File: src/sv/mahcf_pkg.sv
// Shared types, constants and rate tables for the MPEG audio header check block.
package mahcf_pkg;

   localparam logic [11:0] SYNC_WORD        = 12'hFFF;
   localparam logic [31:0] HDR_COMPARE_MASK = 32'h00FF_FCF0;
   localparam logic [31:0] HDR_PADDING_BIT  = 32'h0000_0200;
   localparam logic [15:0] MIN_FRAME_BYTES  = 16'd4;

   localparam logic [1:0] LAYER_RESERVED = 2'd0;
   localparam logic [1:0] LAYER_III      = 2'd1;
   localparam logic [1:0] LAYER_II       = 2'd2;
   localparam logic [1:0] LAYER_I        = 2'd3;

   localparam logic [3:0] BITRATE_FREE = 4'd0;
   localparam logic [3:0] BITRATE_BAD  = 4'd15;
   localparam logic [1:0] RATE_RESERVED = 2'd3;

   typedef enum logic [2:0] {
      STATUS_OK           = 3'd0,
      STATUS_BAD_HEADER   = 3'd1,
      STATUS_BAD_RATE     = 3'd2,
      STATUS_CRC          = 3'd3,
      STATUS_FREE_BITRATE = 3'd4,
      STATUS_LAYER_III    = 3'd5,
      STATUS_SIZE         = 3'd6,
      STATUS_TOO_SHORT    = 3'd7
   } status_type;

   typedef struct packed {
      status_type  status;
      logic [10:0] frame_length;
      logic [11:0] duration_ticks;
      logic [10:0] base_length;
      logic        frame_ok;
   } check_type;

   typedef struct packed {
      logic        changed;
      logic        valid;
      logic [31:0] header;
      logic [10:0] length;
   } filler_type;

   // layer I slots (12000 * kbps / fs), rows by sampling index, columns by bitrate index
   localparam logic [7:0] L1_SLOTS [4][16] = '{
      '{8'd0, 8'd8, 8'd17, 8'd26, 8'd34, 8'd43, 8'd52, 8'd60,
        8'd69, 8'd78, 8'd87, 8'd95, 8'd104, 8'd113, 8'd121, 8'd0},
      '{8'd0, 8'd8, 8'd16, 8'd24, 8'd32, 8'd40, 8'd48, 8'd56,
        8'd64, 8'd72, 8'd80, 8'd88, 8'd96, 8'd104, 8'd112, 8'd0},
      '{8'd0, 8'd12, 8'd24, 8'd36, 8'd48, 8'd60, 8'd72, 8'd84,
        8'd96, 8'd108, 8'd120, 8'd132, 8'd144, 8'd156, 8'd168, 8'd0},
      '{8'd0, 8'd0, 8'd0, 8'd0, 8'd0, 8'd0, 8'd0, 8'd0,
        8'd0, 8'd0, 8'd0, 8'd0, 8'd0, 8'd0, 8'd0, 8'd0}
   };

   // layer II bytes (144000 * kbps / fs) without padding
   localparam logic [10:0] L2_BYTES [4][16] = '{
      '{11'd0, 11'd104, 11'd156, 11'd182, 11'd208, 11'd261, 11'd313, 11'd365,
        11'd417, 11'd522, 11'd626, 11'd731, 11'd835, 11'd1044, 11'd1253, 11'd0},
      '{11'd0, 11'd96, 11'd144, 11'd168, 11'd192, 11'd240, 11'd288, 11'd336,
        11'd384, 11'd480, 11'd576, 11'd672, 11'd768, 11'd960, 11'd1152, 11'd0},
      '{11'd0, 11'd144, 11'd216, 11'd252, 11'd288, 11'd360, 11'd432, 11'd504,
        11'd576, 11'd720, 11'd864, 11'd1008, 11'd1152, 11'd1440, 11'd1728, 11'd0},
      '{11'd0, 11'd0, 11'd0, 11'd0, 11'd0, 11'd0, 11'd0, 11'd0,
        11'd0, 11'd0, 11'd0, 11'd0, 11'd0, 11'd0, 11'd0, 11'd0}
   };

   // frame duration in 90 kHz ticks by sampling index
   localparam logic [11:0] L1_TICKS [4] = '{12'd783, 12'd720, 12'd1080, 12'd0};
   localparam logic [11:0] L2_TICKS [4] = '{12'd2351, 12'd2160, 12'd3240, 12'd0};

endpackage

File: src/sv/mpeg_audio_header_check_filler.sv
// MPEG audio layer I/II frame header check with silence-filler header store.
// Each accepted transfer passes through the input register and then the result register, which holds under rsp_stall.
// Throughput: one frame per cycle while rsp_stall is low; the input and result registers each hold one frame.
// Reset: synchronous, active high; clears both valid flags and the filler store.
// The filler store is read and updated in the same cycle as the result register loads.
module mpeg_audio_header_check_filler
   import mahcf_pkg::*;
(
   input  logic        clock,
   input  logic        reset,
   input  logic        req_valid,
   output logic        req_stall,
   input  logic [31:0] req_header_word,
   input  logic [15:0] req_frame_bytes,
   output logic        rsp_valid,
   input  logic        rsp_stall,
   output logic [2:0]  rsp_status,
   output logic [10:0] rsp_frame_length,
   output logic [11:0] rsp_duration_ticks,
   output logic        rsp_filler_changed,
   output logic        rsp_filler_valid,
   output logic [31:0] rsp_filler_header,
   output logic [10:0] rsp_filler_length
);

   logic        in_valid_ff;
   logic        in_valid_in;
   logic [31:0] in_header_ff;
   logic [15:0] in_bytes_ff;
   logic        rsp_valid_ff;
   logic        rsp_valid_in;
   logic        out_open;
   logic        out_load;
   logic        in_open;
   check_type   check;
   filler_type  filler;
   check_type   check_ff;
   filler_type  filler_ff;

   assign out_open    = !rsp_valid_ff || !rsp_stall;
   assign out_load    = in_valid_ff && out_open;
   assign in_open     = !in_valid_ff || out_load;
   assign req_stall   = !in_open;
   assign in_valid_in = in_open ? req_valid : in_valid_ff;
   assign rsp_valid_in = out_open ? in_valid_ff : rsp_valid_ff;

   mahcf_check u_check (
      .header_word (in_header_ff),
      .frame_bytes (in_bytes_ff),
      .check       (check)
   );

   mahcf_filler u_filler (
      .clock       (clock),
      .reset       (reset),
      .step        (out_load),
      .frame_ok    (check.frame_ok),
      .header_word (in_header_ff),
      .base_length (check.base_length),
      .filler      (filler)
   );

   always_ff @(posedge clock) begin
      if (reset) begin
         in_valid_ff  <= 1'b0;
         rsp_valid_ff <= 1'b0;
      end else begin
         in_valid_ff  <= in_valid_in;
         rsp_valid_ff <= rsp_valid_in;
      end
   end

   always_ff @(posedge clock) begin
      if (req_valid && in_open) begin
         in_header_ff <= req_header_word;
         in_bytes_ff  <= req_frame_bytes;
      end
      if (out_load) begin
         check_ff  <= check;
         filler_ff <= filler;
      end
   end

   assign rsp_valid          = rsp_valid_ff;
   assign rsp_status         = check_ff.status;
   assign rsp_frame_length   = check_ff.frame_length;
   assign rsp_duration_ticks = check_ff.duration_ticks;
   assign rsp_filler_changed = filler_ff.changed;
   assign rsp_filler_valid   = filler_ff.valid;
   assign rsp_filler_header  = filler_ff.header;
   assign rsp_filler_length  = filler_ff.length;

endmodule

File: src/sv/mahcf_check.sv
// Header field checks, frame length and duration lookup for one frame.
module mahcf_check
   import mahcf_pkg::*;
(
   input  logic [31:0] header_word,
   input  logic [15:0] frame_bytes,
   output check_type   check
);

   logic [11:0] sync;
   logic [1:0]  layer;
   logic        prot;
   logic [3:0]  bri;
   logic [1:0]  sfi;
   logic        pad;
   logic [7:0]  slots;
   logic [7:0]  slots_pad;
   logic [10:0] len_l1;
   logic [10:0] base_l1;
   logic [10:0] len_l2;
   logic [10:0] base_l2;
   logic [10:0] calc_len;
   logic [10:0] calc_base;
   logic [11:0] calc_ticks;

   assign sync  = header_word[31:20];
   assign layer = header_word[18:17];
   assign prot  = header_word[16];
   assign bri   = header_word[15:12];
   assign sfi   = header_word[11:10];
   assign pad   = header_word[9];

   assign slots     = L1_SLOTS[sfi][bri];
   assign slots_pad = slots + {7'd0, pad};
   assign len_l1    = {1'b0, slots_pad, 2'b00};
   assign base_l1   = {1'b0, slots, 2'b00};
   assign base_l2   = L2_BYTES[sfi][bri];
   assign len_l2    = base_l2 + {10'd0, pad};

   assign calc_len   = (layer == LAYER_I) ? len_l1 : len_l2;
   assign calc_base  = (layer == LAYER_I) ? base_l1 : base_l2;
   assign calc_ticks = (layer == LAYER_I) ? L1_TICKS[sfi] : L2_TICKS[sfi];

   always_comb begin
      check.status         = STATUS_OK;
      check.frame_length   = '0;
      check.duration_ticks = '0;
      check.base_length    = calc_base;
      check.frame_ok       = 1'b0;
      if (frame_bytes < MIN_FRAME_BYTES) begin
         check.status = STATUS_TOO_SHORT;
      end else if (sync != SYNC_WORD || layer == LAYER_RESERVED || bri == BITRATE_BAD) begin
         check.status = STATUS_BAD_HEADER;
      end else if (sfi == RATE_RESERVED) begin
         check.status = STATUS_BAD_RATE;
      end else if (!prot) begin
         check.status = STATUS_CRC;
      end else if (bri == BITRATE_FREE) begin
         check.status = STATUS_FREE_BITRATE;
      end else if (!(layer inside {LAYER_I, LAYER_II})) begin
         check.status = STATUS_LAYER_III;
      end else begin
         check.frame_length = calc_len;
         if ({5'd0, calc_len} != frame_bytes) begin
            check.status = STATUS_SIZE;
         end else begin
            check.duration_ticks = calc_ticks;
            check.frame_ok       = 1'b1;
         end
      end
   end

endmodule

File: src/sv/mahcf_filler.sv
// Silence-filler header store with change detection.
module mahcf_filler
   import mahcf_pkg::*;
(
   input  logic        clock,
   input  logic        reset,
   input  logic        step,
   input  logic        frame_ok,
   input  logic [31:0] header_word,
   input  logic [10:0] base_length,
   output filler_type  filler
);

   logic        present_ff;
   logic        present_in;
   logic [31:0] header_ff;
   logic [31:0] header_in;
   logic [10:0] length_ff;
   logic [10:0] length_in;
   logic        changed;

   assign changed = frame_ok &&
      (!present_ff || (header_word & HDR_COMPARE_MASK) != (header_ff & HDR_COMPARE_MASK));

   always_comb begin
      present_in = present_ff;
      header_in  = header_ff;
      length_in  = length_ff;
      if (changed) begin
         present_in = 1'b1;
         header_in  = header_word & ~HDR_PADDING_BIT;
         length_in  = base_length;
      end
   end

   assign filler.changed = changed;
   assign filler.valid   = present_in;
   assign filler.header  = header_in;
   assign filler.length  = length_in;

   always_ff @(posedge clock) begin
      if (reset) begin
         present_ff <= 1'b0;
         header_ff  <= '0;
         length_ff  <= '0;
      end else if (step) begin
         present_ff <= present_in;
         header_ff  <= header_in;
         length_ff  <= length_in;
      end
   end

endmodule

File: config.mk
export PLATFORM = sky130hd
export DESIGN_NAME = mpeg_audio_header_check_filler
export DESIGN_NICKNAME = d
export VERILOG_FILES = /design/src/sv/mahcf_pkg.sv /design/src/sv/mpeg_audio_header_check_filler.sv /design/src/sv/mahcf_check.sv /design/src/sv/mahcf_filler.sv
export SDC_FILE = /design/constraint.sdc
export NUM_CORES = 1
export LEC_CHECK = 0
export BUFFER_PORTS_ARGS = -buffer_cell sky130_fd_sc_hd__buf_2
export CAP_MARGIN = 20
export CORE_MARGIN = 5
export CORE_UTILIZATION = 25
export CTS_BUF_LIST = sky130_fd_sc_hd__clkbuf_4 sky130_fd_sc_hd__clkbuf_8
export CTS_CLUSTER_SIZE = 16
export DETAILED_ROUTE_END_ITERATION = 10
export GPL_TIMING_DRIVEN = 0
export PLACE_DENSITY = 0.38
export RECOVER_POWER = 25
export SKIP_CTS_REPAIR_TIMING = 1
export SYNTH_ARGS = -nofsm -noshare
export SYNTH_HDL_FRONTEND = slang
export SYNTH_SLANG_ARGS = --single-unit
File: constraint.sdc
create_clock -name clock -period 18 [get_ports clock]
set_clock_uncertainty 0.15 [all_clocks]
set_input_delay 0.9 -clock clock [delete_from_list [all_inputs] [get_ports clock]]
set_output_delay 0.9 -clock clock [all_outputs]
set_load 0.03 [all_outputs]
==> run metrics <==
Final HPWL DP=~20,000 um; initial core utilization=between 20% and 30%; DP Cell Count=between 1,000 and 1,500; Max clock buf depth=2; synth unique cells=80; via count=6,344; Fmax=164 MHz; clock root buffer=clkbuf_8; number of synthesized register bits=around 160; P_int=around 580 uW; Psw=~240 uW; Pwr per Cell Area=approximately 81 mW/mm^2; Synth Cell Area=0.00843 sq mm; setup TNS=0 ns; Avg Inst Size Synth=~11 sq um; failing checks=max-capacitance violations, max-slew violations; GP Congestion=around 0.88; most common cell after layout, fill and taps aside=buf_2; post-synth top area share=around two fifths; commonest cells after routing, fill and taps aside=132 x buf_2, 116 x edfxtp_1, 68 x nand2b_1; Congestion Overflow GR=0; Post-synth EDFFs=between 100 and 150; Worst R2R Setup Slack=11.89 ns; WP data arrival=6.19 ns; Total Routed Length=26,800 um; largest net degree at the start of global routing=30; Max-Cap Viols=3; FP Rows=between 60 and 70; status=complete, but fails checks; multi-input combinational cell area=0.00363 sq mm; CTS tree=yes; vias in the first global route=between 6,000 and 7,000; Final Hold Fails=0; Worst setup EP type=flip-flop; cts bufs inserted=17; Tcrit/Tclk final=between 30% and 40%; die area=between 0.03 and 0.04 sq mm; RSZ-0062 raised after global routing=no; vias per cell=~4.6; first-pass GRT wire length=just over 40,000 um; sequential share of power=between 50 and 60%; switch share=about 29%; top cell type by total area after synthesis=edfxtp_1; DR DRC count=0; CP max FO=10; non-filler instance count after layout=1,365; Layout Nets=around 970; Clock transition at path regs=about 0.10 ns; fillers=between 3,000 and 4,000; Worst Hold Class=flip-flop to flip-flop; Synth Warn #=0; Tot GR Track Use=14.2%; area delta synth->final=19.2%; startpoint types=flip-flop; Setup-failing EPs final=0; worst slew pin tran=between 3 and 4 ns; IO Pins=125; critical path class=flip-flop to flip-flop; dominant synthesized flop cell=edfxtp_1; post-route ant nets=0; fin crit period=6.11 ns; 1st-iter DRT viols=350; drt wl/cell=between 15 and 20 um; Hold WS=a little under 0.3 ns; Slew Viols, Final=between 60 and 70; Reg area=0.00440 sq mm; DRT Pass-1 Iters=4; port bufs=between 100 and 150; chip width=around 190 um; syn nets=between 800 and 900; post-synthesis cell count=roughly 760; share of post-route cells with drive strength above 1=around a quarter; VDD IR max=about 47 uV; Clock Sinks=between 150 and 200; leakage=~0.0036 uW; H-tree levels=4; relative slew slack=-140%; Die Ht=about 190 um; initial antenna violation count=0; Clk pwr share=between 30% and 40%; Worst EP required=approximately 18 ns; Area contributors post-synth=edfxtp_1 41%, dfxtp_1 11%, nand2b_1 5.0%; asr flop ratio synth=0%; later-pin clock latency in the skew report=approximately 0.48 ns; core box area=0.0334 sq mm; Logic pwr share=between 10 and 15%; post-synthesis sequential area ratio=between 50% and 60%
stage by stage:
stage          setup slack, ns  total power, uW  utilization [%]  cell area (sq um)
3_3_place_gp              6.35              546             28.7               9600
2_1_floorplan            10.36              502                -               8430
6_report                 11.89              814             30.0              10000
4_1_cts                  11.79              831             30.2              10100
5_1_grt                  11.39              856             30.0              10000
3_5_place_dp             11.83              544             28.9               9680
cells by family after synthesis:
| logic type | Yosys count | synth area share, % |
|---|---|---|
| DFF | 162 | 52.3 |
| xor gates and xnor gates | 32 | 3.33 |
| and+or+nand+nor | 272 | 18.4 |
| buffers and inverters | 83 | 4.65 |
| adders and majority gates | 12 | 1.75 |
| AOI/OAI and AO/OA | 134 | 11.7 |
| muxes | 63 | 7.91 |
power by group through the flow:
stage / combinational, uW / sequential, uW / clock, uW
final: 113 / 422 / 280
after global routing: 122 / 424 / 309
after floorplan: 58.3 / 444 / 0
after detailed placement: 114 / 430 / 0
after global placement: 112 / 434 / 0
after CTS: 114 / 422 / 295
flip-flops by register name, indices dropped and copies added (netlist names), 3 cells and up:
| name | flops |
|---|---|
| in_bytes_ff | 16 |
| rsp_frame_length | 11 |
| rsp_filler_header | 32 |
| rsp_duration_ticks | 9 |
| u_filler.header_ff | 32 |
| in_header_ff | 32 |
| rsp_filler_length | 11 |
| u_filler.length_ff | 11 |
| rsp_status | 3 |
worst paths after layout:
path                          start                endpoint  cells past startpoint
min          u_filler.header_ff[25]  u_filler.header_ff[25]                      2
min reg2reg  u_filler.header_ff[25]  u_filler.header_ff[25]                      2
max reg2reg        in_header_ff[11]   rsp_filler_header[15]                     19
max                in_header_ff[11]   rsp_filler_header[15]                     19
cells in the mapped netlist, drive strengths merged (6+ instances only):
cell type  number
a211o           6
dfxtp          46
ha             11
or2            17
clkbuf         20
nand2          35
o211ai          6
a21oi          34
o21ai          11
xnor2          25
nand2b         68
and3           13
nor3           10
xor2            7
nand3b          6
nor2           47
a31oi           9
and2            7
edfxtp        116
inv            27
nand3          17
a211oi          9
mux2i          34
nor2b           9
nor4            6
buf            35
mux2           29
or4             6
nand4          10
per-layer routing:
metal  share of wire [%]  track usage [%]
met2                  44             21.2
met3                 4.5             3.08
met4                 1.8             4.67
met1                  49             20.5
met5                   0                0
final cells by class:
type,count,area share (%)
flip-flops and latches,162,43.8
multi-input cells,513,36.1
repair buffers,126,6.49
well taps,448,5.58
plain buffers,55,2.85
clock buffers,17,2.33
clock inverters,15,1.71
inverters,28,1.05
diodes,1,0.0249
worst max-delay path, cell delays in order (launching register included):
cell and delay [ns]:
edfxtp_1 0.54, buf_1 0.50, inv_1 0.28, ha_1 0.24, buf_2 0.18, buf_2 0.22
nand3_1 0.14, inv_1 0.06, ha_1 0.21, ha_1 0.39, nor4bb_1 0.24, a31oi_1 0.06
o32ai_1 0.21, o211ai_1 0.21, a311o_1 0.38, a211oi_1 0.21, o21ai_0 0.29, nor4_4 0.68
buf_6 0.26, mux2_1 0.37
Power figures use the tool's default switching activity.
